**config.mk**
```make
export PLATFORM = sky130hd
export DESIGN_NAME = bvs_back_flat
export DESIGN_NICKNAME = d
export VERILOG_FILES = /design/src/hw/rtl/bvs_pkg.sv /design/src/hw/rtl/bvs_out_if.sv /design/src/hw/rtl/bvs_back.sv /design/src/flat_wrapper.sv
export SDC_FILE = /design/constraint.sdc
export NUM_CORES = 1
export LEC_CHECK = 0
export ABC_AREA = 1
export ABC_CLOCK_PERIOD_IN_PS = 7290
export BUFFER_PORTS_ARGS = -buffer_cell sky130_fd_sc_hd__buf_2
export CAP_MARGIN = 30
export CORE_MARGIN = 4
export CORE_UTILIZATION = 35
export CTS_CLUSTER_DIAMETER = 200
export DETAILED_ROUTE_END_ITERATION = 12
export RECOVER_POWER = 100
export REMOVE_ABC_BUFFERS = 1
export SLEW_MARGIN = 20
export SYNTH_ARGS = -nofsm -noshare
export SYNTH_HDL_FRONTEND = slang
export SYNTH_SLANG_ARGS = --single-unit
```
**constraint.sdc**
```tcl
create_clock -name clk -period 7.29 [get_ports clk]
set_input_delay 1.458 -clock clk [delete_from_list [all_inputs] [get_ports clk]]
set_output_delay 1.458 -clock clk [all_outputs]
set_load 0.05 [all_outputs]
```
**src/hw/rtl/bvs_pkg.sv**
```systemverilog
// ----------------------------------------------------------------------------
// Battery voltage sense package
// Field widths, scaling constants, register indexes and the shared
// divide-by-1000 helper used by the sense chain.
// ----------------------------------------------------------------------------
package bvs_pkg;

    // Converter resolution: the pin voltage is counts * ref / 2^ADC_BITS.
    localparam int ADC_BITS = 10;

    // Field widths.
    localparam int COUNTS_W = 10;
    localparam int REF_W    = 13;
    localparam int DUTY_W   = 7;
    localparam int PIN_W    = 13;
    localparam int MV_W     = 16;
    localparam int RATIO_W  = 15;
    localparam int RES_W    = 10;
    localparam int QUIES_W  = 10;

    // Configuration port.
    localparam int IDX_W      = 3;
    localparam int CFG_DATA_W = 16;

    // Saturation limits and thresholds.
    localparam logic [PIN_W-1:0]  PIN_MAX        = 13'd8191;
    localparam logic [MV_W-1:0]   MV_MAX         = 16'd65535;
    localparam logic [MV_W-1:0]   LOW_READING_MV = 16'd1000;
    localparam logic [DUTY_W-1:0] DUTY_MAX       = 7'd100;

    // Register reset values.
    localparam logic [RATIO_W-1:0] RATIO_RESET    = 15'd5700;
    localparam logic [RES_W-1:0]   RES_RESET      = 10'd0;
    localparam logic [MV_W-1:0]    POWER_RESET    = 16'd0;
    localparam logic [QUIES_W-1:0] QUIES_RESET    = 10'd80;
    localparam logic [MV_W-1:0]    MAX_CORR_RESET = 16'd500;

    // Product widths.
    localparam int PROD_PIN_W  = COUNTS_W + REF_W;  // counts * ref
    localparam int PROD_LOAD_W = MV_W + DUTY_W;     // full power * duty
    localparam int PROD_PACK_W = PIN_W + RATIO_W;   // pin * ratio
    localparam int CUR_W       = MV_W + 1;          // quiescent + load current
    localparam int PROD_DROP_W = CUR_W + RES_W;     // current * resistance

    // Divide by 100 as a shift by 2 and a reciprocal multiply by 1/25.
    // The rounded-up reciprocal is exact for all dividends below 2^21.
    localparam int                Y25_W     = PROD_LOAD_W - 2;
    localparam int                RECIP25_W = 22;
    localparam logic [RECIP25_W-1:0] RECIP_25 = 22'd2684355;
    localparam int                SHIFT_25  = 26;

    // Divide by 1000 as a shift by 3 and a reciprocal multiply by 1/125.
    // The rounded-up reciprocal is exact for all dividends below 2^25.
    localparam int                 DIV1000_IN_W = 28;
    localparam int                 Y125_W       = DIV1000_IN_W - 3;
    localparam int                 RECIP125_W   = 26;
    localparam logic [RECIP125_W-1:0] RECIP_125 = 26'd34359739;
    localparam int                 SHIFT_125    = 32;
    localparam int                 QUO1000_W    = Y125_W + RECIP125_W - SHIFT_125;

    // Scale of the load current numerator (mW * 1000 / mV = mA).
    localparam logic [9:0] MILLI_SCALE = 10'd1000;
    localparam int         NUM_W       = 26;

    // The load current quotient fits in 16 bits whenever the pack voltage is
    // at least 1000 mV, so the divider chain needs one cell per quotient bit.
    localparam int DIV_STEPS = MV_W;

    // Configuration register indexes.
    typedef enum logic [IDX_W-1:0] {
        REG_DIVIDER_RATIO  = 3'd0,
        REG_HARNESS_RES    = 3'd1,
        REG_LOAD_POWER     = 3'd2,
        REG_QUIESCENT      = 3'd3,
        REG_MAX_CORRECTION = 3'd4
    } reg_index_t;

    // Configuration values as seen by the datapath.
    typedef struct packed {
        logic [RATIO_W-1:0] divider_ratio;
        logic [RES_W-1:0]   harness_res;
        logic [MV_W-1:0]    load_power;
        logic [QUIES_W-1:0] quiescent;
        logic [MV_W-1:0]    max_correction;
    } cfg_t;

    // Item that travels through the divider chain.
    typedef struct packed {
        logic [PIN_W-1:0]     pin_mv;
        logic [MV_W-1:0]      pack_mv;
        logic                 bypass;
        logic [MV_W-1:0]      rem;
        logic [DIV_STEPS-1:0] num;
        logic [MV_W-1:0]      quo;
    } div_item_t;

    // Floor of x / 1000 for x below 2^28.
    function automatic logic [QUO1000_W-1:0] div1000(input logic [DIV1000_IN_W-1:0] x);
        logic [Y125_W-1:0]            y;
        logic [Y125_W+RECIP125_W-1:0] p;
        y = x[DIV1000_IN_W-1:3];
        p = (Y125_W + RECIP125_W)'(y) * (Y125_W + RECIP125_W)'(RECIP_125);
        return p[Y125_W+RECIP125_W-1:SHIFT_125];
    endfunction

endpackage

```
**src/hw/rtl/bvs_out_if.sv**
```systemverilog
// ----------------------------------------------------------------------------
// Result channel
// Valid/ready channel that carries the three voltages of one sample.
// ----------------------------------------------------------------------------
interface bvs_out_if import bvs_pkg::*; ();

    logic             valid;
    logic             ready;
    logic [PIN_W-1:0] sense_pin_mv;
    logic [MV_W-1:0]  pack_voltage_mv;
    logic [MV_W-1:0]  corrected_pack_mv;

    modport source (
        output valid,
        output sense_pin_mv,
        output pack_voltage_mv,
        output corrected_pack_mv,
        input  ready
    );

    modport sink (
        input  valid,
        input  sense_pin_mv,
        input  pack_voltage_mv,
        input  corrected_pack_mv,
        output ready
    );

endinterface

```
**src/hw/rtl/bvs_back.sv**
```systemverilog
// ----------------------------------------------------------------------------
// Sense chain back end
// Turns the load current quotient into the harness drop, clamps it and
// forms the corrected pack voltage in the output register.
// ----------------------------------------------------------------------------
module bvs_back import bvs_pkg::*; (
    input  logic      clk,
    input  logic      rst_n,
    input  cfg_t      cfg,
    input  div_item_t item,
    input  logic      item_valid,
    output logic      item_ready,
    bvs_out_if.source result
);

    localparam int STAGES = 3;

    logic [STAGES-1:0] valid_reg;
    logic [STAGES-1:0] valid_next;
    logic [STAGES-1:0] valid_in;
    logic [STAGES-1:0] load;

    // Stage 1: current times resistance.
    logic [CUR_W-1:0]       current_ma;
    logic [PIN_W-1:0]       s1_pin_reg;
    logic [MV_W-1:0]        s1_pack_reg;
    logic                   s1_bypass_reg;
    logic [PROD_DROP_W-1:0] s1_prod_drop_reg;

    // Stage 2: unclamped drop.
    logic [PIN_W-1:0]     s2_pin_reg;
    logic [MV_W-1:0]      s2_pack_reg;
    logic                 s2_bypass_reg;
    logic [QUO1000_W-1:0] s2_drop_reg;

    // Stage 3: output register.
    logic [MV_W-1:0]  drop_clamped;
    logic [MV_W:0]    corr_sum;
    logic [MV_W-1:0]  corr_next;
    logic [PIN_W-1:0] out_pin_reg;
    logic [MV_W-1:0]  out_pack_reg;
    logic [MV_W-1:0]  out_corr_reg;

    // A stage takes new data when it is empty or its successor moves on.
    always_comb
    begin
        load[STAGES-1] = !valid_reg[STAGES-1] || result.ready;
        for (int i = STAGES - 2; i >= 0; i--)
        begin
            load[i] = !valid_reg[i] || load[i+1];
        end
    end

    assign valid_in   = {valid_reg[STAGES-2:0], item_valid};
    assign valid_next = (load & valid_in) | (~load & valid_reg);

    always_ff @(posedge clk or negedge rst_n)
    begin
        if (!rst_n)
        begin
            valid_reg <= '0;
        end
        else
        begin
            valid_reg <= valid_next;
        end
    end

    // Stage 1 adds the quiescent draw and multiplies by the harness resistance.
    assign current_ma = CUR_W'(cfg.quiescent) + CUR_W'(item.quo);

    always_ff @(posedge clk)
    begin
        if (load[0] && valid_in[0])
        begin
            s1_pin_reg       <= item.pin_mv;
            s1_pack_reg      <= item.pack_mv;
            s1_bypass_reg    <= item.bypass;
            s1_prod_drop_reg <= PROD_DROP_W'(current_ma) * PROD_DROP_W'(cfg.harness_res);
        end
    end

    // Stage 2 divides the drop product by 1000.
    always_ff @(posedge clk)
    begin
        if (load[1] && valid_in[1])
        begin
            s2_pin_reg    <= s1_pin_reg;
            s2_pack_reg   <= s1_pack_reg;
            s2_bypass_reg <= s1_bypass_reg;
            s2_drop_reg   <= div1000(DIV1000_IN_W'(s1_prod_drop_reg));
        end
    end

    // Stage 3 clamps the drop and saturates the corrected voltage. Low
    // readings and a zero resistance pass the pack voltage through.
    assign drop_clamped = (s2_drop_reg > QUO1000_W'(cfg.max_correction)) ? cfg.max_correction
                                                                         : s2_drop_reg[MV_W-1:0];
    assign corr_sum     = (MV_W + 1)'(s2_pack_reg) + (MV_W + 1)'(drop_clamped);
    assign corr_next    = s2_bypass_reg ? s2_pack_reg
                                        : (corr_sum[MV_W] ? MV_MAX : corr_sum[MV_W-1:0]);

    always_ff @(posedge clk)
    begin
        if (load[2] && valid_in[2])
        begin
            out_pin_reg  <= s2_pin_reg;
            out_pack_reg <= s2_pack_reg;
            out_corr_reg <= corr_next;
        end
    end

    assign item_ready               = load[0];
    assign result.valid             = valid_reg[STAGES-1];
    assign result.sense_pin_mv      = out_pin_reg;
    assign result.pack_voltage_mv   = out_pack_reg;
    assign result.corrected_pack_mv = out_corr_reg;

endmodule

```
**src/flat_wrapper.sv**
```systemverilog
// flat-port wrapper written by rule: the top's interface ports become plain ports
module bvs_back_flat import bvs_pkg::*;
  (clk, rst_n, cfg, item, item_valid, item_ready, result_valid, result_sense_pin_mv, result_pack_voltage_mv, result_corrected_pack_mv, result_ready);
  bvs_out_if result_i ();
  input  logic clk;
  input  logic rst_n;
  input  cfg_t cfg;
  input  div_item_t item;
  input  logic item_valid;
  output logic item_ready;
  output wire logic [$bits(result_i.valid)-1:0] result_valid;
  output wire logic [$bits(result_i.sense_pin_mv)-1:0] result_sense_pin_mv;
  output wire logic [$bits(result_i.pack_voltage_mv)-1:0] result_pack_voltage_mv;
  output wire logic [$bits(result_i.corrected_pack_mv)-1:0] result_corrected_pack_mv;
  input wire logic [$bits(result_i.ready)-1:0] result_ready;
  assign result_valid = result_i.valid;
  assign result_sense_pin_mv = result_i.sense_pin_mv;
  assign result_pack_voltage_mv = result_i.pack_voltage_mv;
  assign result_corrected_pack_mv = result_i.corrected_pack_mv;
  assign result_i.ready = result_ready;
  bvs_back u_core (.clk(clk), .rst_n(rst_n), .cfg(cfg), .item(item), .item_valid(item_valid), .item_ready(item_ready), .result(result_i));
endmodule
```
==> results.md <==
* Synth Warn # at 0
* Placed cell count at 3,891
* DRC errors left at 0
* Port buffer count at 132
* DR iter-0 viols at 879
* Final Max Slew Viols at 101
* Synth Register Bits at 150
* Dpl cell area at 0.0257 sq mm
* Antenna diodes at 0
* Rows at 95
* Achievable Freq at 0.147 GHz
* Worst path max stage delay at 0.51 ns
* Post-CTS Resized at 0
* Clk_skew at 0.0141 ns
* Hold crit path type: flip-flop to flip-flop
* Antenna viol nets, final at 0
* R2R Path End: u_core.s2_drop_reg[14]$_DFFE_PP_
* Slew HR at -1.05
* Crit path time final at 6.82 ns
* GR Util All Layers at 0.162
* Hold Vio Cnt, Final at 0
* CTS tree: done
* Synthesized cell area at 0.0238 sq mm
* CTS buffer count at 17
* Max reg flops at 24
* GPL Wtd Cong at 0.941
* CTS sink count at 150
* Unrepaired setup endpoints after global routing: no
* Vias in the first global route at 18,400
* Layout cells sized above 1 at 0.0554
* Post-CTS setup buffer count at 0
* Routed WL at 57.8 mm
* Chip Height at 269 um
* Slowest CP cell: fa_1
* Final cell count without fillers at 3,923
* Failing checks: max-capacitance violations, max-slew violations
* Status: finished, violations left
* Final setup fails at 0
* Total number of vias at 18,000
* Crit start category: input port
* Sequential-to-total area share from yosys stat at 0.189
* CTS Buffer Depth at 2
* Largest net degree at the start of global routing at 55
* Setup TNS at 0 ns
* Syn-to-layout area delta at 10.1%
* Worst-case reg-to-reg path depth at 19
* Clock Latency Late Sink at 0.44 ns
* DR WL/cell at 14.7 um
* Die ar. at 0.0721 sq mm
* Fill count at 6,985
* Count of cell types in the netlist at 48
* Reg-to-Reg Start: u_core.s1_prod_drop_reg[11]$_DFFE_PP_
* Vias per std cell at 4.59
* Worst Setup End Kind: flip-flop
* Worst hold start: u_core.s2_pin_reg[9]$_DFFE_PP_
* Worst-path clk slew at 0.07 ns
* CP required at 7.47 ns
* Crit Path Max Fanout at 5
* Core area at 0.0673 sq mm
* Max-cap violations at 2
* Initial core utilization at 0.353
* Post-Syn Instances at 2,878
* Post-Route Utilization at 0.389
* Crit share post-route at 0.936
* I/O pins at 196
* CTS Hold Bufs at 0
* Clk root buf: clkbuf_16
* Hold EP: u_core.result.sense_pin_mv[9]$_DFFE_PP_
* Grt ovf at 0
* Hold depth at 0
* H-tree lvl count at 4
* DP Wirelength at 50.8 mm
* Syn avg cell area at 8.26 sq um
* Nets at 3,844
* Worst slew pin tran at 3.07 ns
* Die Span X at 269 um
* First-pass GRT wire length at 92.9 mm
* Post-route cell area at 0.0262 sq mm
* Drt first pass iters at 5
* Setup Crit Path Kind: input port to flip-flop
* Antenna violations before repair at 0
* R2r setup slk at 1.12 ns
* Critical path arrival at 7.00 ns
[how the worst max path moves through the flow]
stage               startpoint                                     to  depth (start not counted)
floorplan              cfg[16]  u_core.s1_prod_drop_reg[23]$_DFFE_PP_                         29
global placement       cfg[16]  u_core.s1_prod_drop_reg[20]$_DFFE_PP_                         28
detailed placement     cfg[16]  u_core.s1_prod_drop_reg[20]$_DFFE_PP_                         28
CTS                    cfg[16]  u_core.s1_prod_drop_reg[20]$_DFFE_PP_                         28
global route           cfg[16]  u_core.s1_prod_drop_reg[20]$_DFFE_PP_                         28
finish                 cfg[16]  u_core.s1_prod_drop_reg[20]$_DFFE_PP_                         28
[worst max-delay path: cells and delay by family]
kind          cells  cell delay (ns)
buf+inv           8             0.68
simple gates     10             1.29
fa+ha+maj         8             3.25
xor+xnor          2             0.34
[metal layers]
layer,wire length [um],share of wire,GRT usage
met2,29100,0.50,0.298
met4,1080,0.019,0.0331
met3,1720,0.030,0.0151
met1,25900,0.45,0.208
met5,0,0,0
[layout by cell type (no fill, tap or decap), types with 3 or more instances in the layout]
cell and n:
a21o_1 7, a21oi_1 91, a31oi_1 3, buf_2 84, buf_4 20, clkbuf_1 54
clkbuf_16 17, clkinv_8 4, dfrtp_1 3, edfxtp_1 147, fa_1 313, ha_1 345
inv_1 754, inv_6 3, inv_8 4, nand2_1 625, nand2_2 10, nand3_1 145
nand3_2 3, nand4_1 24, nor2_1 251, nor3_1 24, nor4_1 3, o21a_1 4
o21ai_0 26, o21bai_1 17, or2_1 6, or2_2 4, xnor2_1 7, xor2_1 20
[synth_stat cells, drive strengths merged]
cell type  count  area share
inv          756        0.12
nand2        636        0.10
ha           345        0.18
fa           313        0.26
nor2         253       0.040
nand3        149       0.033
edfxtp       147        0.19
a21oi         93       0.020
o21ai         27      0.0057
nand4         25      0.0071
nor3          25      0.0055
xor2          21      0.0081
o21bai        17      0.0054
clkbuf        14      0.0022
or2           10      0.0026
a21o           9      0.0029
xnor2          8      0.0037
buf            6      0.0021
o21a           4      0.0013
a31oi          3     0.00079
dfrtp          3      0.0032
nor4           3     0.00079
a21boi         2     0.00063
nand3b         2     0.00079
a211oi         1     0.00032
and2           1     0.00026
clkinv         1     0.00016
nor3b          1     0.00032
o2111ai        1     0.00037
o211ai         1     0.00032
o311a          1     0.00042
[logic make-up (layout without fill, tap and decap cells)]
logic type / after synthesis / in the layout / synth area share
and+or+nand+nor: 1105 / 1105 / 0.192
AOI/OAI and AO/OA: 159 / 159 / 0.0379
adders and majority gates: 658 / 658 / 0.445
buffers and inverters: 777 / 949 / 0.124
DFF: 150 / 150 / 0.189
xor gates and xnor gates: 29 / 29 / 0.0118
[stage by stage]
stage / hold slack [ns] / worst slack [ns]
after floorplan: 0.400 / 0.459
after global placement: 0.400 / 0.0732
after detailed placement: 0.405 / 0.0560
after CTS: 0.411 / 0.529
after global routing: 0.419 / 0.0333
final: 0.405 / 0.466
[layout make-up]
type                            instances  area (sq um)  area share
Multi-Input combinational cell       1951         16300       0.624
Tap cell                              873          1090      0.0417
Clock inverter                         15           200     0.00765
Timing Repair Buffer                  160           788      0.0301
Sequential cell                       150          4490       0.172
Inverter                              757          2840       0.109
Clock buffer                           17           425      0.0163
Power is not shown: default switching activity piles up to over one toggle a cycle in this logic, so the estimate is an artifact.
