### src/hw/rtl/bvs_pkg.sv
// ----------------------------------------------------------------------------
// Battery voltage sense package
// Field widths, scaling constants, register indexes and the shared
// divide-by-1000 helper used by the sense chain.
// ----------------------------------------------------------------------------
package bvs_pkg;

    // Converter resolution: the pin voltage is counts * ref / 2^ADC_BITS.
    localparam int ADC_BITS = 10;

    // Field widths.
    localparam int COUNTS_W = 10;
    localparam int REF_W    = 13;
    localparam int DUTY_W   = 7;
    localparam int PIN_W    = 13;
    localparam int MV_W     = 16;
    localparam int RATIO_W  = 15;
    localparam int RES_W    = 10;
    localparam int QUIES_W  = 10;

    // Configuration port.
    localparam int IDX_W      = 3;
    localparam int CFG_DATA_W = 16;

    // Saturation limits and thresholds.
    localparam logic [PIN_W-1:0]  PIN_MAX        = 13'd8191;
    localparam logic [MV_W-1:0]   MV_MAX         = 16'd65535;
    localparam logic [MV_W-1:0]   LOW_READING_MV = 16'd1000;
    localparam logic [DUTY_W-1:0] DUTY_MAX       = 7'd100;

    // Register reset values.
    localparam logic [RATIO_W-1:0] RATIO_RESET    = 15'd5700;
    localparam logic [RES_W-1:0]   RES_RESET      = 10'd0;
    localparam logic [MV_W-1:0]    POWER_RESET    = 16'd0;
    localparam logic [QUIES_W-1:0] QUIES_RESET    = 10'd80;
    localparam logic [MV_W-1:0]    MAX_CORR_RESET = 16'd500;

    // Product widths.
    localparam int PROD_PIN_W  = COUNTS_W + REF_W;  // counts * ref
    localparam int PROD_LOAD_W = MV_W + DUTY_W;     // full power * duty
    localparam int PROD_PACK_W = PIN_W + RATIO_W;   // pin * ratio
    localparam int CUR_W       = MV_W + 1;          // quiescent + load current
    localparam int PROD_DROP_W = CUR_W + RES_W;     // current * resistance

    // Divide by 100 as a shift by 2 and a reciprocal multiply by 1/25.
    // The rounded-up reciprocal is exact for all dividends below 2^21.
    localparam int                Y25_W     = PROD_LOAD_W - 2;
    localparam int                RECIP25_W = 22;
    localparam logic [RECIP25_W-1:0] RECIP_25 = 22'd2684355;
    localparam int                SHIFT_25  = 26;

    // Divide by 1000 as a shift by 3 and a reciprocal multiply by 1/125.
    // The rounded-up reciprocal is exact for all dividends below 2^25.
    localparam int                 DIV1000_IN_W = 28;
    localparam int                 Y125_W       = DIV1000_IN_W - 3;
    localparam int                 RECIP125_W   = 26;
    localparam logic [RECIP125_W-1:0] RECIP_125 = 26'd34359739;
    localparam int                 SHIFT_125    = 32;
    localparam int                 QUO1000_W    = Y125_W + RECIP125_W - SHIFT_125;

    // Scale of the load current numerator (mW * 1000 / mV = mA).
    localparam logic [9:0] MILLI_SCALE = 10'd1000;
    localparam int         NUM_W       = 26;

    // The load current quotient fits in 16 bits whenever the pack voltage is
    // at least 1000 mV, so the divider chain needs one cell per quotient bit.
    localparam int DIV_STEPS = MV_W;

    // Configuration register indexes.
    typedef enum logic [IDX_W-1:0] {
        REG_DIVIDER_RATIO  = 3'd0,
        REG_HARNESS_RES    = 3'd1,
        REG_LOAD_POWER     = 3'd2,
        REG_QUIESCENT      = 3'd3,
        REG_MAX_CORRECTION = 3'd4
    } reg_index_t;

    // Configuration values as seen by the datapath.
    typedef struct packed {
        logic [RATIO_W-1:0] divider_ratio;
        logic [RES_W-1:0]   harness_res;
        logic [MV_W-1:0]    load_power;
        logic [QUIES_W-1:0] quiescent;
        logic [MV_W-1:0]    max_correction;
    } cfg_t;

    // Item that travels through the divider chain.
    typedef struct packed {
        logic [PIN_W-1:0]     pin_mv;
        logic [MV_W-1:0]      pack_mv;
        logic                 bypass;
        logic [MV_W-1:0]      rem;
        logic [DIV_STEPS-1:0] num;
        logic [MV_W-1:0]      quo;
    } div_item_t;

    // Floor of x / 1000 for x below 2^28.
    function automatic logic [QUO1000_W-1:0] div1000(input logic [DIV1000_IN_W-1:0] x);
        logic [Y125_W-1:0]            y;
        logic [Y125_W+RECIP125_W-1:0] p;
        y = x[DIV1000_IN_W-1:3];
        p = (Y125_W + RECIP125_W)'(y) * (Y125_W + RECIP125_W)'(RECIP_125);
        return p[Y125_W+RECIP125_W-1:SHIFT_125];
    endfunction

endpackage

### src/hw/rtl/bvs_in_if.sv
// ----------------------------------------------------------------------------
// Sample channel
// Valid/ready channel that carries one converter sample per transfer.
// ----------------------------------------------------------------------------
interface bvs_in_if import bvs_pkg::*; ();

    logic                valid;
    logic                ready;
    logic [COUNTS_W-1:0] adc_counts;
    logic [REF_W-1:0]    ref_supply_mv;
    logic [DUTY_W-1:0]   duty_percent;

    modport source (
        output valid,
        output adc_counts,
        output ref_supply_mv,
        output duty_percent,
        input  ready
    );

    modport sink (
        input  valid,
        input  adc_counts,
        input  ref_supply_mv,
        input  duty_percent,
        output ready
    );

endinterface

### src/hw/rtl/bvs_front.sv
// ----------------------------------------------------------------------------
// Sense chain front end
// Five pipeline stages: pin voltage, load power, pack voltage and the
// numerator of the load current division, then the divider chain seed.
// ----------------------------------------------------------------------------
module bvs_front import bvs_pkg::*; (
    input  logic      clk,
    input  logic      rst_n,
    input  cfg_t      cfg,
    bvs_in_if.sink    sample,
    output div_item_t item,
    output logic      item_valid,
    input  logic      item_ready
);

    localparam int STAGES = 5;

    logic [STAGES-1:0] valid_reg;
    logic [STAGES-1:0] valid_next;
    logic [STAGES-1:0] valid_in;
    logic [STAGES-1:0] load;

    // Stage 1: raw products.
    logic [DUTY_W-1:0]      duty_clamped;
    logic [PROD_PIN_W-1:0]  s1_prod_pin_reg;
    logic [PROD_LOAD_W-1:0] s1_prod_load_reg;

    // Stage 2: pin voltage and load power.
    logic [PROD_PIN_W-1:0]          pin_shift;
    logic [PIN_W-1:0]               pin_next;
    logic [Y25_W-1:0]               load_y;
    logic [Y25_W+RECIP25_W-1:0]     load_prod;
    logic [PIN_W-1:0]               s2_pin_reg;
    logic [MV_W-1:0]                s2_load_mw_reg;

    // Stage 3: pack product and current numerator.
    logic [PIN_W-1:0]       s3_pin_reg;
    logic [PROD_PACK_W-1:0] s3_prod_pack_reg;
    logic [NUM_W-1:0]       s3_num_reg;

    // Stage 4: pack quotient.
    logic [PIN_W-1:0]     s4_pin_reg;
    logic [QUO1000_W-1:0] s4_pack_q_reg;
    logic [NUM_W-1:0]     s4_num_reg;

    // Stage 5: divider seed.
    logic [MV_W-1:0] pack_sat;
    div_item_t       item_reg;
    div_item_t       item_next;

    // A stage takes new data when it is empty or its successor moves on.
    always_comb
    begin
        load[STAGES-1] = !valid_reg[STAGES-1] || item_ready;
        for (int i = STAGES - 2; i >= 0; i--)
        begin
            load[i] = !valid_reg[i] || load[i+1];
        end
    end

    assign valid_in   = {valid_reg[STAGES-2:0], sample.valid};
    assign valid_next = (load & valid_in) | (~load & valid_reg);

    always_ff @(posedge clk or negedge rst_n)
    begin
        if (!rst_n)
        begin
            valid_reg <= '0;
        end
        else
        begin
            valid_reg <= valid_next;
        end
    end

    // Stage 1 multiplies the sample fields.
    assign duty_clamped = (sample.duty_percent > DUTY_MAX) ? DUTY_MAX : sample.duty_percent;

    always_ff @(posedge clk)
    begin
        if (load[0] && valid_in[0])
        begin
            s1_prod_pin_reg  <= PROD_PIN_W'(sample.adc_counts) * PROD_PIN_W'(sample.ref_supply_mv);
            s1_prod_load_reg <= PROD_LOAD_W'(cfg.load_power) * PROD_LOAD_W'(duty_clamped);
        end
    end

    // Stage 2 scales the pin voltage and divides the load power by 100.
    assign pin_shift = s1_prod_pin_reg >> ADC_BITS;
    assign pin_next  = (pin_shift > PROD_PIN_W'(PIN_MAX)) ? PIN_MAX : pin_shift[PIN_W-1:0];
    assign load_y    = s1_prod_load_reg[PROD_LOAD_W-1:2];
    assign load_prod = (Y25_W + RECIP25_W)'(load_y) * (Y25_W + RECIP25_W)'(RECIP_25);

    always_ff @(posedge clk)
    begin
        if (load[1] && valid_in[1])
        begin
            s2_pin_reg     <= pin_next;
            s2_load_mw_reg <= load_prod[SHIFT_25 +: MV_W];
        end
    end

    // Stage 3 applies the divider ratio and scales the load power to mW * 1000.
    always_ff @(posedge clk)
    begin
        if (load[2] && valid_in[2])
        begin
            s3_pin_reg       <= s2_pin_reg;
            s3_prod_pack_reg <= PROD_PACK_W'(s2_pin_reg) * PROD_PACK_W'(cfg.divider_ratio);
            s3_num_reg       <= NUM_W'(s2_load_mw_reg) * NUM_W'(MILLI_SCALE);
        end
    end

    // Stage 4 divides the pack product by 1000.
    always_ff @(posedge clk)
    begin
        if (load[3] && valid_in[3])
        begin
            s4_pin_reg    <= s3_pin_reg;
            s4_pack_q_reg <= div1000(DIV1000_IN_W'(s3_prod_pack_reg));
            s4_num_reg    <= s3_num_reg;
        end
    end

    // Stage 5 saturates the pack voltage and seeds the divider. The top ten
    // numerator bits stay below 1000, so they form the first partial remainder.
    assign pack_sat = (s4_pack_q_reg > QUO1000_W'(MV_MAX)) ? MV_MAX
                                                          : s4_pack_q_reg[MV_W-1:0];

    always_comb
    begin
        item_next.pin_mv  = s4_pin_reg;
        item_next.pack_mv = pack_sat;
        item_next.bypass  = (cfg.harness_res == '0) || (pack_sat < LOW_READING_MV);
        item_next.rem     = MV_W'(s4_num_reg[NUM_W-1:DIV_STEPS]);
        item_next.num     = s4_num_reg[DIV_STEPS-1:0];
        item_next.quo     = '0;
    end

    always_ff @(posedge clk)
    begin
        if (load[4] && valid_in[4])
        begin
            item_reg <= item_next;
        end
    end

    assign item         = item_reg;
    assign item_valid   = valid_reg[STAGES-1];
    assign sample.ready = load[0];

endmodule

### src/flat_wrapper.sv
// flat-port wrapper written by rule: the top's interface ports become plain ports
module bvs_front_flat import bvs_pkg::*;
  (clk, rst_n, cfg, item, item_valid, item_ready, sample_valid, sample_adc_counts, sample_ref_supply_mv, sample_duty_percent, sample_ready);
  bvs_in_if sample_i ();
  input  logic clk;
  input  logic rst_n;
  input  cfg_t cfg;
  output div_item_t item;
  output logic item_valid;
  input  logic item_ready;
  input wire logic [$bits(sample_i.valid)-1:0] sample_valid;
  input wire logic [$bits(sample_i.adc_counts)-1:0] sample_adc_counts;
  input wire logic [$bits(sample_i.ref_supply_mv)-1:0] sample_ref_supply_mv;
  input wire logic [$bits(sample_i.duty_percent)-1:0] sample_duty_percent;
  output wire logic [$bits(sample_i.ready)-1:0] sample_ready;
  assign sample_i.valid = sample_valid;
  assign sample_i.adc_counts = sample_adc_counts;
  assign sample_i.ref_supply_mv = sample_ref_supply_mv;
  assign sample_i.duty_percent = sample_duty_percent;
  assign sample_ready = sample_i.ready;
  bvs_front u_core (.clk(clk), .rst_n(rst_n), .cfg(cfg), .sample(sample_i), .item(item), .item_valid(item_valid), .item_ready(item_ready));
endmodule
### config.mk
export PLATFORM = sky130hd
export DESIGN_NAME = bvs_front_flat
export DESIGN_NICKNAME = d
export VERILOG_FILES = /design/src/hw/rtl/bvs_pkg.sv /design/src/hw/rtl/bvs_in_if.sv /design/src/hw/rtl/bvs_front.sv /design/src/flat_wrapper.sv
export SDC_FILE = /design/constraint.sdc
export NUM_CORES = 2
export LEC_CHECK = 0
export BUFFER_PORTS_ARGS = -buffer_cell sky130_fd_sc_hd__buf_2
export CAP_MARGIN = 20
export CORE_ASPECT_RATIO = 0.9
export CORE_MARGIN = 2
export CORE_UTILIZATION = 40
export DETAILED_ROUTE_END_ITERATION = 6
export HOLD_SLACK_MARGIN = 0.1
export PLACE_DENSITY = 0.54
export SLEW_MARGIN = 20
export SYNTH_ARGS = -nofsm -noshare
export SYNTH_HDL_FRONTEND = slang
export SYNTH_SLANG_ARGS = --single-unit
### constraint.sdc
create_clock -name clk -period 8.35 [get_ports clk]
set_input_delay 0.835 -clock clk [delete_from_list [all_inputs] [get_ports clk]]
set_output_delay 0.835 -clock clk [all_outputs]
set_load 0.005 [all_outputs]
==> impl_metrics.yaml <==
critical_path:
  r2r_end: "u_core.s4_pack_q_reg[16]"
  ff2ff_setup_slack_ns: 1.37
  crit_path_max_fanout: 8
  critical_path_class: "flip-flop to flip-flop"
  arr_time_crit_path_ns: 7.34
  reg2reg_from: "u_core.s3_prod_pack_reg[16]"
  cp-start-kind: "flip-flop"
  reg2regPathDepth: 22
  crit_required_ns: 8.71
  critical_path.endpoint_type: "flip-flop"
timing:
  layout_min_cycle_time_ns: 6.98
  fin_tns_setup_ns: 0
  worst_clock_skew_ns: 0.0332
  final-hold-violation-count: 0
  tightestPinTransition_ns: 0.969
  rsz0062_at_grt: "false"
  final_max_slew_viol_count: 0
  max_slew_headroom_at_the_worst_pin_pct: 35.4
  maxClockFrequency_mhz: 143
  setup_viol_count_final: 0
  final.period_utilization_pct: 83.6
finish:
  seqCellArea_sq_mm: 0.00709
  multi_input_area_sq_mm: 0.0291
  max_ffs_per_register: 53
  final_common_cell: "sky130_fd_sc_hd__inv_1"
  drive_gt1_share_pct: 5.56
  layout.cells.most_common_list: "sky130_fd_sc_hd__inv_1 (992), sky130_fd_sc_hd__fa_1 (709), sky130_fd_sc_hd__ha_1 (674)"
  areaGrowthSynthToFinish_pct: 7.63
  final.fill_count: 9647
  final_nets: 5379
yosys:
  synth_top_family_by_area: "adder cells"
  synthSimpleGateAreaFrac_pct: 8.56
  synth_fa_ha_area_share_pct: 56.2
  synth_mux_area_share_pct: 0.0249
  ys_async_sr_fraction_pct: 2.11
  post_synth_design_cell_area_sq_mm: 0.0402
  synth_compound_area_share_pct: 4.91
  ys_dominant_reg_cell: "sky130_fd_sc_hd__edfxtp_1"
  synth_edf_count: 232
  post_synthesis_share_of_cell_area_spent_on_xor_and_xnor_gates_pct: 2.24
  synth_area_per_cell_sq_um: 10.6
  postSynthCellCount: 3800
  synth_seq_cells: 237
  cell_variety_after_synth: 58
  yosys_warnings: 0
  seq_area_frac_synth_pct: 17.6
hold_path:
  min_to: "u_core.item[24]"
  worstHoldPathType: "flip-flop to flip-flop"
  timing.hold.worst_path_depth: 0
  min-delay-start: "u_core.s4_num_reg[8]"
cts:
  h-tree-depth: 1
  clock_insertion_delay_worst_skew_ns: 0.61
  post-cts-setup-buffer-count: 0
  tritoncts.num_buffers: 31
  clk_pin_slew_worst_paths_ns: 0.06
  clk_root_buffer_cell: "sky130_fd_sc_hd__clkbuf_16"
  cts_buffer_depth: 3
  tritoncts_clock_tree: "done"
  clock_sinks: 237
detailed_routing:
  route.final.wire_length_mm: 83.2
  dr.pass1.iters: 5
  avgViaCountPerCell: 4.61
  dr.first_iter.drc_count: 1119
  drtAntennaViolNets: 0
  detailroute.via_count: 24300
  detail_route.wl_per_cell_um: 15.8
  drc_errors: 0
global_routing:
  globalRoute.totalOverflow: 0
  groute.usage.overall_pct: 16.7
  number_of_antenna_violations_at_the_first_check_in_global_routing: 9
  global_route_wire_length_before_repair_mm: 139
  grt_pass1_vias: 26200
  grt_max_degree: 62
die:
  floorplan.die.width_um: 338
  floorplan.initialDensity_pct: 40.3
  io-pin-count: 181
  core_region_area_sq_mm: 0.0999
  floorplan_die_area_sq_mm: 0.103
  row_count: 110
  die_h_um: 305
flow_run:
  drv.max_cap_violation_count: 0
placed_design:
  finalWeightedCongestion: 0.894
  dp_hpwl_mm: 70.3
  placement.io_buffers: 129
outcome:
  outcome: "complete, no violations"
[cell families (layout without fill, tap and decap cells)]
family | Yosys count | count (layout)
AOI/OAI and AO/OA | 296 | 296
xor gates and xnor gates | 103 | 103
adders and majority gates | 1383 | 1383
buffers and inverters | 1090 | 1185
DFF | 237 | 237
muxes | 1 | 1
other | 1 | 27
and+or+nand+nor | 689 | 689
[metrics by stage]
stage          hold WS, ns  utilization, %  cell area, sq um  instances  setup WS (ns)
2_1_floorplan        0.400               -             40300       3824           1.98
3_3_place_gp         0.400            42.3             42300       5205           1.36
3_5_place_dp         0.405            42.3             42300       5205           1.29
4_1_cts              0.398            43.3             43300       5263           1.28
5_1_grt              0.419            43.3             43300       5263          0.956
6_report             0.413            43.3             43300       5265           1.37
[critical path, stage by stage, from the launching register on]
cell                       delay (ns)
sky130_fd_sc_hd__edfxtp_1        0.62
sky130_fd_sc_hd__ha_1            0.58
sky130_fd_sc_hd__inv_1           0.10
sky130_fd_sc_hd__fa_1            0.49
sky130_fd_sc_hd__inv_1           0.05
sky130_fd_sc_hd__fa_1            0.48
sky130_fd_sc_hd__fa_1            0.57
sky130_fd_sc_hd__fa_1            0.43
sky130_fd_sc_hd__fa_1            0.49
sky130_fd_sc_hd__inv_1           0.06
sky130_fd_sc_hd__fa_1            0.52
sky130_fd_sc_hd__inv_1           0.05
sky130_fd_sc_hd__ha_1            0.28
sky130_fd_sc_hd__nand4_1         0.07
sky130_fd_sc_hd__nor2_1          0.18
sky130_fd_sc_hd__nand2_1         0.07
sky130_fd_sc_hd__a21oi_1         0.31
sky130_fd_sc_hd__o211ai_2        0.21
sky130_fd_sc_hd__o211ai_4        0.30
sky130_fd_sc_hd__o221ai_2        0.22
sky130_fd_sc_hd__o31ai_1         0.38
sky130_fd_sc_hd__a21oi_1         0.14
sky130_fd_sc_hd__xnor2_1         0.13
[layout make-up]
cell class | count | area share (%)
Multi-Input combinational cell | 2497 | 67.1
Sequential cell | 237 | 16.4
Inverter | 992 | 8.60
Tap cell | 1344 | 3.88
Clock buffer | 32 | 1.80
Timing Repair Buffer | 136 | 1.62
Clock inverter | 25 | 0.592
Antenna cell | 2 | 0.0116
[cell usage after synthesis (all sizes together), types with 3 or more instances]
cell type	n	area [sq um]
xnor2	69	604
a21oi	94	474
o21ai	42	210
or3	7	43.8
a221o	3	30.0
o21a	14	105
or4	5	37.5
o22ai	3	18.8
o21bai	21	158
nand2	273	1020
and3	30	188
buf	25	188
nor2b	17	106
a21o	56	420
edfxtp	232	6970
and4	5	43.8
clkbuf	73	274
and2	182	1140
o211ai	8	78.8
inv	992	3720
fa	709	14200
nor3	29	145
nand4	16	100
ha	674	8430
a211oi	12	90.1
or2	16	100
o31ai	8	60.1
a2111oi	4	41.3
nor2	55	206
xor2	34	298
a211o	3	26.3
dfrtp	5	125
nand2b	32	200
nand3	21	105
a41o	3	30.0
a31oi	6	37.5
[worst max path at each step]
stage                     slack [ns]                         from                  endpoint
after global routing            0.96  u_core.s3_prod_pack_reg[16]  u_core.s4_pack_q_reg[16]
after floorplan                 1.98  u_core.s3_prod_pack_reg[13]  u_core.s4_pack_q_reg[14]
final                           1.37  u_core.s3_prod_pack_reg[16]  u_core.s4_pack_q_reg[16]
after CTS                       1.28  u_core.s3_prod_pack_reg[16]  u_core.s4_pack_q_reg[16]
after detailed placement        1.29  u_core.s3_prod_pack_reg[16]  u_core.s4_pack_q_reg[16]
after global placement          1.36  u_core.s3_prod_pack_reg[16]  u_core.s4_pack_q_reg[17]
[layer usage]
metal / vias up / wire (um) / global-route usage [%] / part of all wire (%)
met5: - / 78 / 0 / 0.094
met4: 12 / 1190 / 2.84 / 1.4
met3: 66 / 3540 / 2.70 / 4.3
met2: 317 / 35600 / 25.7 / 43
met1: 11900 / 42800 / 25.0 / 51
li1: 12000 / - / - / -
[repair_timing]
item | CTS | global route
resized for setup | 0 | 0
hold endpoints to repair | 5 | 0
hold buffers | 1 | 0
Power is not shown: default switching activity piles up to over one toggle a cycle in this logic, so the estimate is an artifact.
