--- src/hw/rtl/bvs_pkg.sv ---
// ----------------------------------------------------------------------------
// Battery voltage sense package
// Field widths, scaling constants, register indexes and the shared
// divide-by-1000 helper used by the sense chain.
// ----------------------------------------------------------------------------
package bvs_pkg;

    // Converter resolution: the pin voltage is counts * ref / 2^ADC_BITS.
    localparam int ADC_BITS = 10;

    // Field widths.
    localparam int COUNTS_W = 10;
    localparam int REF_W    = 13;
    localparam int DUTY_W   = 7;
    localparam int PIN_W    = 13;
    localparam int MV_W     = 16;
    localparam int RATIO_W  = 15;
    localparam int RES_W    = 10;
    localparam int QUIES_W  = 10;

    // Configuration port.
    localparam int IDX_W      = 3;
    localparam int CFG_DATA_W = 16;

    // Saturation limits and thresholds.
    localparam logic [PIN_W-1:0]  PIN_MAX        = 13'd8191;
    localparam logic [MV_W-1:0]   MV_MAX         = 16'd65535;
    localparam logic [MV_W-1:0]   LOW_READING_MV = 16'd1000;
    localparam logic [DUTY_W-1:0] DUTY_MAX       = 7'd100;

    // Register reset values.
    localparam logic [RATIO_W-1:0] RATIO_RESET    = 15'd5700;
    localparam logic [RES_W-1:0]   RES_RESET      = 10'd0;
    localparam logic [MV_W-1:0]    POWER_RESET    = 16'd0;
    localparam logic [QUIES_W-1:0] QUIES_RESET    = 10'd80;
    localparam logic [MV_W-1:0]    MAX_CORR_RESET = 16'd500;

    // Product widths.
    localparam int PROD_PIN_W  = COUNTS_W + REF_W;  // counts * ref
    localparam int PROD_LOAD_W = MV_W + DUTY_W;     // full power * duty
    localparam int PROD_PACK_W = PIN_W + RATIO_W;   // pin * ratio
    localparam int CUR_W       = MV_W + 1;          // quiescent + load current
    localparam int PROD_DROP_W = CUR_W + RES_W;     // current * resistance

    // Divide by 100 as a shift by 2 and a reciprocal multiply by 1/25.
    // The rounded-up reciprocal is exact for all dividends below 2^21.
    localparam int                Y25_W     = PROD_LOAD_W - 2;
    localparam int                RECIP25_W = 22;
    localparam logic [RECIP25_W-1:0] RECIP_25 = 22'd2684355;
    localparam int                SHIFT_25  = 26;

    // Divide by 1000 as a shift by 3 and a reciprocal multiply by 1/125.
    // The rounded-up reciprocal is exact for all dividends below 2^25.
    localparam int                 DIV1000_IN_W = 28;
    localparam int                 Y125_W       = DIV1000_IN_W - 3;
    localparam int                 RECIP125_W   = 26;
    localparam logic [RECIP125_W-1:0] RECIP_125 = 26'd34359739;
    localparam int                 SHIFT_125    = 32;
    localparam int                 QUO1000_W    = Y125_W + RECIP125_W - SHIFT_125;

    // Scale of the load current numerator (mW * 1000 / mV = mA).
    localparam logic [9:0] MILLI_SCALE = 10'd1000;
    localparam int         NUM_W       = 26;

    // The load current quotient fits in 16 bits whenever the pack voltage is
    // at least 1000 mV, so the divider chain needs one cell per quotient bit.
    localparam int DIV_STEPS = MV_W;

    // Configuration register indexes.
    typedef enum logic [IDX_W-1:0] {
        REG_DIVIDER_RATIO  = 3'd0,
        REG_HARNESS_RES    = 3'd1,
        REG_LOAD_POWER     = 3'd2,
        REG_QUIESCENT      = 3'd3,
        REG_MAX_CORRECTION = 3'd4
    } reg_index_t;

    // Configuration values as seen by the datapath.
    typedef struct packed {
        logic [RATIO_W-1:0] divider_ratio;
        logic [RES_W-1:0]   harness_res;
        logic [MV_W-1:0]    load_power;
        logic [QUIES_W-1:0] quiescent;
        logic [MV_W-1:0]    max_correction;
    } cfg_t;

    // Item that travels through the divider chain.
    typedef struct packed {
        logic [PIN_W-1:0]     pin_mv;
        logic [MV_W-1:0]      pack_mv;
        logic                 bypass;
        logic [MV_W-1:0]      rem;
        logic [DIV_STEPS-1:0] num;
        logic [MV_W-1:0]      quo;
    } div_item_t;

    // Floor of x / 1000 for x below 2^28.
    function automatic logic [QUO1000_W-1:0] div1000(input logic [DIV1000_IN_W-1:0] x);
        logic [Y125_W-1:0]            y;
        logic [Y125_W+RECIP125_W-1:0] p;
        y = x[DIV1000_IN_W-1:3];
        p = (Y125_W + RECIP125_W)'(y) * (Y125_W + RECIP125_W)'(RECIP_125);
        return p[Y125_W+RECIP125_W-1:SHIFT_125];
    endfunction

endpackage

--- src/hw/rtl/bvs_cell.sv ---
// ----------------------------------------------------------------------------
// Divider cell
// One restoring division step of the load current quotient, with its own
// pipeline register and valid bit.
// ----------------------------------------------------------------------------
module bvs_cell import bvs_pkg::*; (
    input  logic      clk,
    input  logic      rst_n,
    input  div_item_t item_in,
    input  logic      valid_in,
    output logic      ready_in,
    output div_item_t item_out,
    output logic      valid_out,
    input  logic      ready_out
);

    logic          valid_reg;
    logic          load;
    logic [MV_W:0] trial;
    logic [MV_W:0] diff;
    logic          fits;
    div_item_t     item_reg;
    div_item_t     item_next;

    assign load = !valid_reg || ready_out;

    // Shift in the next numerator bit and subtract the pack voltage if it fits.
    assign trial = {item_in.rem, item_in.num[DIV_STEPS-1]};
    assign diff  = trial - {1'b0, item_in.pack_mv};
    assign fits  = trial >= {1'b0, item_in.pack_mv};

    always_comb
    begin
        item_next     = item_in;
        item_next.rem = fits ? diff[MV_W-1:0] : trial[MV_W-1:0];
        item_next.num = {item_in.num[DIV_STEPS-2:0], 1'b0};
        item_next.quo = {item_in.quo[MV_W-2:0], fits};
    end

    always_ff @(posedge clk or negedge rst_n)
    begin
        if (!rst_n)
        begin
            valid_reg <= 1'b0;
        end
        else if (load)
        begin
            valid_reg <= valid_in;
        end
    end

    always_ff @(posedge clk)
    begin
        if (load && valid_in)
        begin
            item_reg <= item_next;
        end
    end

    assign ready_in  = load;
    assign item_out  = item_reg;
    assign valid_out = valid_reg;

endmodule

--- config.mk ---
export PLATFORM = sky130hd
export DESIGN_NAME = bvs_cell
export DESIGN_NICKNAME = d
export VERILOG_FILES = /design/src/hw/rtl/bvs_pkg.sv /design/src/hw/rtl/bvs_cell.sv
export SDC_FILE = /design/constraint.sdc
export NUM_CORES = 1
export LEC_CHECK = 0
export BUFFER_PORTS_ARGS = -buffer_cell sky130_fd_sc_hd__buf_2
export CAP_MARGIN = 20
export CELL_PAD_IN_SITES_DETAIL_PLACEMENT = 1
export CELL_PAD_IN_SITES_GLOBAL_PLACEMENT = 1
export CORE_AREA = 2 2 87 110
export DETAILED_ROUTE_END_ITERATION = 16
export DIE_AREA = 0 0 89 112
export HOLD_SLACK_MARGIN = 0.08
export PLACE_DENSITY_LB_ADDON = 0.1
export SLEW_MARGIN = 20
export SYNTH_ARGS = -nofsm -noshare
export SYNTH_HDL_FRONTEND = slang
export SYNTH_SLANG_ARGS = --single-unit
--- constraint.sdc ---
create_clock -name clk -period 8.45 [get_ports clk]
set_input_delay 1.2675 -clock clk [delete_from_list [all_inputs] [get_ports clk]]
set_output_delay 1.2675 -clock clk [all_outputs]
set_load 0.05 [all_outputs]
==> reports/qor.txt, run 1 <==
Die ar. -> 9968 sq um
Cell area after synthesis -> 3438 sq um
Detail-routed via count per cell -> 4.731
Hold Crit Depth -> 2
GRT Util Overall -> 0.1628
Peak Freq -> 0.2831 GHz
Hold wc startpoint -> valid_out$_DFFE_PN0N_
Gr ovfl total -> 0
First-pass GRT wire length -> 12.27 mm
Core box area -> 8979 sq um
Critical path arrival -> 3.61 ns
Proportion of netlist area held by the largest area contributor -> 0.6725
Sequential cell area fraction in the yosys report -> 0.6798
Max Root-Sink Buffers -> 2
Vias in the first global route -> 2453
Number of enable flip-flop cells after synthesis -> 77
Num rows -> 39
Final Hold Fails -> 0
R2R Setup Slk -> 6.74 ns
Final Setup Violations -> 0
Clock Power Share -> 0.335
Num ports -> 162
Inserted Clock Buffers -> 9
Routed WL per cell -> 15.53 microns
Final WL -> 8.030 mm
End of the worst hold path -> valid_out$_DFFE_PN0N_
Flop pwr share -> 0.444
NumNets Final -> 488
Post-layout min period -> 3.532 ns
Switching Fraction -> 0.2942
CTS sink count -> 78
Setup tns final -> 0 ns
Req. time, crit path -> 8.53 ns
Die W -> 89 microns
Critical Setup Path Class -> in2reg
Number of fill cells -> 1005
Layout cell share with drive strength beyond 1 -> 0.4848
Most frequent cell after synthesis -> edfxtp_1
Area grow syn2layout -> 34.61%
Synth area leaders -> edfxtp_1 67%, ha_1 5.8%, mux2_2 2.3%
Initial drt markers -> 51
Largest net degree at the start of global routing -> 78
Initial Util -> 0.3829
Antenna diode count -> 0
HPWL Detailed -> 6.118 mm
Outcome -> finished, final reports clean
Crit end category -> flip-flop
FF-to-FF End -> item_out[44]$_DFFE_PP_
Flop and latch count out of synthesis -> 78
Synthesis Warnings -> 0
Residual DRC count -> 0
Initial DRT Pass Iterations -> 4
Root Driver -> clkbuf_16
R2R cell count -> 2
PortBufs -> 159
CTS Hold Bufs -> 0
Total of max-cap violations -> 0
Syn nets -> 323
Clk slew on worst S/H paths -> 0.06 ns
CTS tree -> yes
Synth area leader -> edfxtp_1
Top FF cell, synth -> edfxtp_1
H-tree depth -> 3
Tightest Hold Check Type -> reg2reg
VDD IR max -> 0.00009330 V
Clock skew -> 0.003558 ns
Register area -> 2337 sq um
Initial antenna violation count -> 0
Startpoint Class -> primary input
Synth Instances -> 224
Fin cells -> 517
Power per Cell Area -> 226.7 nW/um^2
CTS resizes -> 0
Netlist cell types -> 43
Gpl congestion -> 0.7200
Slew HR -> 0.3348
Net Switching -> 308.7 uW
Vias -> 2446
Crit share post-route -> 0.4180
Post-route ant nets -> 0
Multi-input gate area -> 1006 sq um
Placed Cells -> 501
Post-synth ARST share -> 0.01282
Leakage -> 2.030 nW
Final Cell Area -> 4628 sq um
Die H -> 112 microns
Syn_area_per_cell -> 15.35 sq um
Post-synth top cells -> 77 x edfxtp_1, 17 x inv_1, 16 x ha_1
Final slew viol count -> 0
Placed inst area -> 4357 sq um
Int Power -> 740.5 uW
R2R Path Start -> valid_out$_DFFE_PN0N_
Unrepaired setup endpoints after global routing -> false
Post-CTS setup buffer count -> 0
Crit Path Max Fanout -> 18
Fin util -> 0.5155
Worst Tran Pin Value -> 0.9979 ns
Power share of the combinational group -> 0.221
Clock Latency Late Sink -> 0.33 ns
## cell type report
type	instances	share of cell area
clock buffers	13	0.05407
clock inverters	3	0.004596
inverters	17	0.01379
multi-input cells	124	0.2174
flip-flops and latches	78	0.5050
well taps	123	0.03325
repair buffers	159	0.1719
## kinds of logic (layout without fill, tap and decap cells)
logic type,count (synthesis),after routing,synth area share
muxes,13,13,0.04622
AOI/OAI and AO/OA,43,43,0.09461
xor gates and xnor gates,10,10,0.02547
other,1,1,0.001091
buffers and inverters,22,192,0.02838
adders and majority gates,17,17,0.06405
and+or+nand+nor,40,40,0.06040
DFF,78,78,0.6798
## power by group through the flow
stage | logic (mW) | clock network, mW | registers, mW
final | 0.232 | 0.351 | 0.466
after global placement | 0.232 | 0 | 0.473
after CTS | 0.236 | 0.361 | 0.466
after detailed placement | 0.235 | 0 | 0.474
after global routing | 0.251 | 0.372 | 0.468
after floorplan | 0.0863 | 0 | 0.563
## critical path, stage by stage
cell      delay, ns
buf_2          0.09
inv_1          0.04
ha_1           0.35
nand3_1        0.15
o21bai_1       0.22
a21oi_2        0.22
o21bai_2       0.13
a32oi_4        0.73
mux2_2         0.42
## cell usage in the layout (no fill, tap or decap), drive strengths merged, types with 3 or more instances in the layout
| master | Yosys | layout |
|---|---|---|
| nor2b | 4 | 4 |
| ha | 16 | 16 |
| clkbuf | 2 | 13 |
| nand4 | 4 | 4 |
| nand2 | 10 | 10 |
| o21ai | 7 | 7 |
| o21a | 3 | 3 |
| o21bai | 3 | 3 |
| a211oi | 4 | 4 |
| buf | 3 | 159 |
| xnor2 | 6 | 6 |
| a21oi | 13 | 13 |
| a21o | 6 | 6 |
| mux2 | 11 | 11 |
| nor2 | 9 | 9 |
| inv | 17 | 17 |
| edfxtp | 77 | 77 |
| xor2 | 4 | 4 |
## registers in the layout, summed over array words and instances (netlist names)
signal,cells
item_out,77
valid_out,1
## per-layer routing
layer	global-route usage	routed length (microns)	vias up
li1	-	-	1172
met4	0.05373	109	0
met5	0	0	-
met2	0.2786	4065	107
met3	0.05411	798	11
met1	0.1888	3057	1156
## stage by stage
step | setup slack [ns] | hold WS, ns | power (mW)
after floorplan | 4.398 | 0.9719 | 0.6493
after global placement | 4.534 | 0.5085 | 0.7048
after detailed placement | 4.514 | 0.5190 | 0.7090
after CTS | 4.870 | 0.5327 | 1.063
after global routing | 4.718 | 0.5632 | 1.091
final | 4.918 | 0.5271 | 1.049
## how the worst max path moves through the flow
stage	start	to	slack, ns
6_report	item_in[52]	item_out[40]$_DFFE_PP_	4.92
5_1_grt	item_in[52]	item_out[35]$_DFFE_PP_	4.72
4_1_cts	item_in[52]	item_out[36]$_DFFE_PP_	4.87
3_5_place_dp	item_in[52]	item_out[38]$_DFFE_PP_	4.51
3_3_place_gp	item_in[52]	item_out[36]$_DFFE_PP_	4.53
2_1_floorplan	ready_out	item_out[0]$_DFFE_PP_	4.40
No activity file was read; power rests on OpenSTA's default activity.
==> inputs of run 2 (changes only) <==
--- a/config.mk
+++ b/config.mk
@@ -9,9 +9,9 @@
 export CAP_MARGIN = 20
 export CELL_PAD_IN_SITES_DETAIL_PLACEMENT = 1
 export CELL_PAD_IN_SITES_GLOBAL_PLACEMENT = 1
-export CORE_AREA = 2 2 87 110
+export CORE_AREA = 2 2 91 115
 export DETAILED_ROUTE_END_ITERATION = 16
-export DIE_AREA = 0 0 89 112
+export DIE_AREA = 0 0 93 117
 export HOLD_SLACK_MARGIN = 0.08
 export PLACE_DENSITY_LB_ADDON = 0.1
 export SLEW_MARGIN = 20
==> constraint.sdc (replaced) <==
create_clock -name clk -period 3.7 [get_ports clk]
set_input_delay 0.555 -clock clk [delete_from_list [all_inputs] [get_ports clk]]
set_output_delay 0.555 -clock clk [all_outputs]
set_load 0.05 [all_outputs]
==> run 2 against run 1 <==
Net effect:
- flip-flop and latch count unchanged
- power increased by 140%
- combinational power increased by 130%
- critical endpoint is now item_out[43]$_DFFE_PP_
- die area increased by 9.2%
- sequential power increased by 130%
- non-clock buffer count increased by 2
==> reports/qor.txt, run 2 (same netlist as run 1, synthesis figures left out) <==
Setup tns final -> 0 ns
Vias in the first global route -> 2446
Num rows -> 41
Clk slew on worst S/H paths -> 0.06 ns
VDD IR max -> 0.0002236 V
CTS resizes -> 0
Cell family with most CP delay -> compound AO/OA/AOI/OAI gates
Final WL -> 7.986 mm
CTS tree -> yes
Final Setup Violations -> 0
Residual DRC count -> 0
Worst slack, placed -> 0.5060 ns
Slew HR -> 0.3445
Total of max-cap violations -> 0
Critical path arrival -> 2.86 ns
Gr ovfl total -> 0
Layout cell share with drive strength beyond 1 -> 0.4874
Die ar. -> 10880 sq um
Root Driver -> clkbuf_16
NumNets Final -> 490
Critical Setup Path Class -> in2reg
CTS Hold Bufs -> 1
First-pass GRT wire length -> 12.18 mm
Num ports -> 162
Antenna diode count -> 0
Design Power -> 2.532 mW
Initial DRT Pass Iterations -> 4
Crit share post-route -> 0.7501
Final Cell Area -> 4697 sq um
Most common cell after layout, fill and taps aside -> buf_2
Number of fill cells -> 1082
Unrepaired setup endpoints after global routing -> false
Routed WL per cell -> 15.21 microns
Post-route ant nets -> 0
Initial Util -> 0.3491
Inserted Clock Buffers -> 9
Detail-routed via count per cell -> 4.610
Crit-path max cell delay -> 0.53 ns
Post-layout min period -> 2.776 ns
PortBufs -> 159
Initial antenna violation count -> 0
Crit Path Max Fanout -> 11
Req. time, crit path -> 3.79 ns
Tightest Hold Check Type -> in2reg
Fin util -> 0.4769
Power per Cell Area -> 539.1 nW/um^2
Initial drt markers -> 40
CP Cell Sequence -> buf_2 > inv_1 > ha_1 > nand3_1 > o21bai_1 > a21oi_2 > o21bai_2 > a32oi_4 > buf_4 > mux2_4
Cell at the slowest stage of the critical path -> a32oi_4
GRT Util Overall -> 0.1478
Vias -> 2420
Worst Tran Pin Value -> 0.9833 ns
WP buf/inv -> 3
Fin worst setup slack -> 0.9245 ns
Peak Freq -> 0.3603 GHz
Max FFs per register -> 77
Area grow syn2layout -> 36.61%
Final Hold Fails -> 0
Placed inst area -> 4372 sq um
Post-CTS setup buffer count -> 0
Die W -> 93 microns
Clock skew -> 0.005175 ns
Most frequent cells in the layout -> 159 x buf_2, 77 x edfxtp_1, 17 x inv_1
Clock Latency Late Sink -> 0.33 ns
Max Root-Sink Buffers -> 2
Outcome -> finished, final reports clean
Leakage -> 2.063 nW
CTS sink count -> 78
Final slew viol count -> 0
Core box area -> 9849 sq um
Largest net degree at the start of global routing -> 78
Die H -> 117 microns
Crit end category -> flip-flop
Gpl congestion -> 0.6925
H-tree depth -> 3
HPWL Detailed -> 6.122 mm
Startpoint Class -> primary input
-- run 2: cell types whose count changed in the layout (fill, tap and decap cells not counted), sizes merged --
cell         delta
buf             +1
bufinv          +2
clkbuf          -3
clkinv          +2
clkinvlp        -1
dlygate4sd3     +1
-- run 2: path summary, 6_finish.rpt --
kind,to,startpoint,cells past startpoint,slack [ns]
worst max register to register,item_out[38]$_DFFE_PP_,valid_out$_DFFE_PN0N_,2,1.99
worst max-delay path,item_out[43]$_DFFE_PP_,item_in[52],10,0.92
worst min-delay path,item_out[2]$_DFFE_PP_,item_in[1],1,0.40
max in group asynchronous,valid_out$_DFFE_PN0N_,rst_n,2,3.08
min in group asynchronous,valid_out$_DFFE_PN0N_,rst_n,2,0.53
worst min register to register,valid_out$_DFFE_PN0N_,valid_out$_DFFE_PN0N_,2,0.55
-- run 2: cell type report --
class | instances | area, sq um | area share
Timing Repair Buffer | 161 | 813.3 | 0.1731
Sequential cell | 78 | 2337 | 0.4976
Clock inverter | 6 | 86.33 | 0.01838
Clock buffer | 10 | 229.0 | 0.04875
Multi-Input combinational cell | 124 | 1006 | 0.2142
Inverter | 17 | 63.81 | 0.01359
Tap cell | 129 | 161.4 | 0.03436
-- run 2: through the flow --
| step | hold slack, ns | cells |
|---|---|---|
| after global routing | 0.3801 | 525 |
| after detailed placement | 0.3342 | 508 |
| after floorplan | 0.2594 | 224 |
| after CTS | 0.3801 | 525 |
| final | 0.3969 | 525 |
| after global placement | 0.3305 | 508 |
-- run 2: worst reg2reg max path: stages, from the launching register on --
cell and delay (ns):
dfrtp_1 0.38, nand2b_1 0.11, and2_4 0.79
-- run 2: per-layer routing --
layer	track usage	vias up	routed length (microns)
met5	0	-	0
met4	0.06176	0	106
met3	0.04609	6	647
met2	0.2589	107	3983
met1	0.1680	1135	3249
li1	-	1172	-
-- run 2: power by group --
| part | switching (mW) | internal [mW] |
|---|---|---|
| Sequential | 0.0123 | 1.05 |
| Clock | 0.346 | 0.590 |
| Combinational | 0.364 | 0.170 |
==> inputs of run 3 (changes only) <==
--- a/config.mk
+++ b/config.mk
@@ -5,13 +5,14 @@
 export SDC_FILE = /design/constraint.sdc
 export NUM_CORES = 1
 export LEC_CHECK = 0
+export ABC_AREA = 1
 export BUFFER_PORTS_ARGS = -buffer_cell sky130_fd_sc_hd__buf_2
 export CAP_MARGIN = 20
 export CELL_PAD_IN_SITES_DETAIL_PLACEMENT = 1
 export CELL_PAD_IN_SITES_GLOBAL_PLACEMENT = 1
-export CORE_AREA = 2 2 91 115
+export CORE_AREA = 2 2 101 127
 export DETAILED_ROUTE_END_ITERATION = 16
-export DIE_AREA = 0 0 93 117
+export DIE_AREA = 0 0 103 129
 export HOLD_SLACK_MARGIN = 0.08
 export PLACE_DENSITY_LB_ADDON = 0.1
 export SLEW_MARGIN = 20
==> constraint.sdc (replaced) <==
create_clock -name clk -period 2.4 [get_ports clk]
set_input_delay 0.36 -clock clk [delete_from_list [all_inputs] [get_ports clk]]
set_output_delay 0.36 -clock clk [all_outputs]
set_load 0.05 [all_outputs]
==> run 3 against run 2 <==
Net effect:
- wire length is 24% higher
- die area rose by 22%
- synthesized cell count up 60%
- first-iteration DRC count grew 100%
- via count is 24% higher
- count of clock-buffer cells in the layout stayed put
- worst setup slack worse by 0.40 ns
- clock skew grew 0.0026 ns
- sequential share of layout area down 3.9 points
- power rose by 52%
- worst hold slack got worse by 0.20 ns
- critical endpoint is now item_out[40]$_DFFE_PP_
- highest routed layer unchanged
==> reports/qor.txt, run 3 <==
CTS resizes -> 0
Post-CTS setup buffer count -> 0
Final Hold Fails -> 0
Core box area -> 12050 sq um
Initial drt markers -> 80
Initial DRT Pass Iterations -> 4
Synth area leaders -> edfxtp_1 61%, nand2_1 11%, inv_1 5.6%
Hold Slack -> 0.1921 ns
Cell repeated most along the worst path -> nand2_1
Post-synth ARST share -> 0.01282
HPWL Detailed -> 7.777 mm
Vias in the first global route -> 2991
Routed WL per cell -> 14.16 microns
Syn_area_per_cell -> 10.49 sq um
Critical path arrival -> 1.96 ns
Hold Crit Depth -> 1
R2R cell count -> 2
Proportion of netlist area held by the largest area contributor -> 0.6142
Startpoint Class -> primary input
Gpl congestion -> 0.8251
Clock skew -> 0.007790 ns
Num ports -> 162
Initial Util -> 0.3125
Crit-path max cell delay -> 0.44 ns
Cell at the slowest stage of the critical path -> fa_1
Most frequent cell after synthesis -> nand2_1
Number of enable flip-flop cells after synthesis -> 77
Top FF cell, synth -> edfxtp_1
Die ar. -> 13290 sq um
Crit Path Max Fanout -> 3
VDD IR max -> 0.0002463 V
Die H -> 129 microns
Final Setup Violations -> 0
PortBufs -> 159
Crit share post-route -> 0.7797
Detail-routed via count per cell -> 4.314
Final slew viol count -> 0
Root Driver -> clkbuf_16
Residual DRC count -> 0
Unrepaired setup endpoints after global routing -> false
Critical Setup Path Class -> in2reg
Final WL -> 9.881 mm
Leakage -> 2.491 nW
Flop and latch count out of synthesis -> 78
Outcome -> finished, final reports clean
Flop pwr share -> 0.424
Area grow syn2layout -> 35.23%
Post-synth top cells -> 106 x nand2_1, 77 x edfxtp_1, 56 x inv_1
Int Power -> 2.656 mW
CTS sink count -> 78
Most frequent cells in the layout -> 159 x buf_2, 106 x nand2_1, 77 x edfxtp_1
Layout cell share with drive strength beyond 1 -> 0.3820
Initial antenna violation count -> 0
Setup tns final -> 0 ns
Gr ovfl total -> 0
Cell area after synthesis -> 3765 sq um
Tightest Hold Check Type -> in2reg
Post-route ant nets -> 0
Crit end category -> flip-flop
H-tree depth -> 3
Clock Latency Late Sink -> 0.34 ns
Synth area leader -> edfxtp_1
Switching Fraction -> 0.3109
Num rows -> 45
Clock Power Share -> 0.355
Die W -> 103 microns
Antenna diode count -> 0
Post-layout min period -> 1.871 ns
CP Cell Sequence -> buf_2 > inv_1 > ha_1 > fa_1 > o21bai_1 > nand2_1 > nand3_1 > nand2_1 > nand3_1 > nand2_1
Max FFs per register -> 77
Power share of the combinational group -> 0.221
First-pass GRT wire length -> 14.86 mm
Synth Instances -> 359
Peak Freq -> 0.5344 GHz
Number of fill cells -> 1452
Synthesis Warnings -> 0
Inserted Clock Buffers -> 9
Vias -> 3011
Max Root-Sink Buffers -> 2
NumNets Final -> 628
Req. time, crit path -> 2.49 ns
Total of max-cap violations -> 0
Power per Cell Area -> 757.0 nW/um^2
Largest net degree at the start of global routing -> 62
Most common cell after layout, fill and taps aside -> buf_2
GRT Util Overall -> 0.1485
Netlist cell types -> 29
Clk slew on worst S/H paths -> 0.07 ns
CTS tree -> yes
Syn nets -> 458
Sequential cell area fraction in the yosys report -> 0.6208
Net Switching -> 1.198 mW
==> run 3: changes by cell type after synthesis, sizes merged, moves of 4 or more <==
cell,delta
nand2,+103
inv,+48
nand3,+33
mux2,-11
nor2,+8
a21o,-6
o21ai,-5
xnor2,-5
a211oi,-4
a21oi,-4
nor2b,-4
==> run 3: logic make-up (layout without fill, tap and decap cells) <==
| group | Yosys count | in the layout | synth area share |
|---|---|---|---|
| adders and majority gates | 17 | 17 | 0.05849 |
| AOI/OAI and AO/OA | 12 | 12 | 0.01662 |
| other | 1 | 1 | 0.0009961 |
| DFF | 78 | 78 | 0.6208 |
| xor gates and xnor gates | 6 | 6 | 0.01396 |
| buffers and inverters | 70 | 245 | 0.07477 |
| and+or+nand+nor | 175 | 175 | 0.2144 |
==> run 3: layout make-up <==
type	count	area [sq um]	share of cell area
clock buffer	10	229.0	0.04497
clock inverter	6	70.07	0.01376
inverter	65	244.0	0.04792
multi-input combinational	211	1157	0.2273
sequential	78	2337	0.4591
tap	164	205.2	0.04030
timing repair buffer	164	848.3	0.1666
==> run 3: path summary, 6_finish.rpt <==
kind | startpoint | endpoint | slack, ns
max | item_in[31] | item_out[40]$_DFFE_PP_ | 0.53
min | item_in[13] | item_out[14]$_DFFE_PP_ | 0.19
max reg2reg | valid_out$_DFFE_PN0N_ | item_out[31]$_DFFE_PP_ | 1.10
min reg2reg | valid_out$_DFFE_PN0N_ | valid_out$_DFFE_PN0N_ | 0.59
max in group asynchronous | rst_n | valid_out$_DFFE_PN0N_ | 1.97
min in group asynchronous | rst_n | valid_out$_DFFE_PN0N_ | 0.34
==> run 3: stage by stage <==
stage | cell area [sq um] | util | instances | power [mW] | setup WS [ns]
6_report | 5091 | 0.4225 | 698 | 3.854 | 0.5288
5_1_grt | 5091 | 0.4225 | 698 | 4.040 | 0.3744
4_1_cts | 5091 | 0.4225 | 698 | 3.929 | 0.5205
3_5_place_dp | 4782 | 0.3969 | 681 | 2.529 | 0.1522
3_3_place_gp | 4782 | 0.3969 | 681 | 2.512 | 0.1780
2_1_floorplan | 3776 | - | 359 | 2.283 | 0.01147
==> run 3: worst max-delay path, delay by kind of cell <==
family / cells / cell delay (ns)
adder cells (fa/ha/maj): 2 / 0.66
AO/OA/AOI/OAI: 1 / 0.39
AND/OR/NAND/NOR: 5 / 0.42
buffers and inverters: 2 / 0.12
==> run 3: power groups by stage <==
| stage | Sequential [mW] | Combinational, mW | Clock (mW) |
|---|---|---|---|
| after detailed placement | 1.66 | 0.866 | 0 |
| after CTS | 1.63 | 0.870 | 1.42 |
| after global routing | 1.64 | 0.939 | 1.46 |
| final | 1.63 | 0.852 | 1.37 |
| after global placement | 1.66 | 0.853 | 0 |
| after floorplan | 1.97 | 0.314 | 0 |
==> run 3: what timing repair did <==
| action | 4_1_cts | 5_1_grt |
|---|---|---|
| setup endpoints to repair | 0 | 0 |
| endpoints found under the hold margin | 1 | 0 |
| hold buffers | 1 | 0 |
==> run 3: routing by layer <==
layer / vias up / routed length, microns / track usage
met5: - / 0 / 0
met4: 0 / 124 / 0.04412
met3: 8 / 696 / 0.04020
met2: 105 / 5114 / 0.2685
met1: 1391 / 3946 / 0.1687
li1: 1507 / - / -
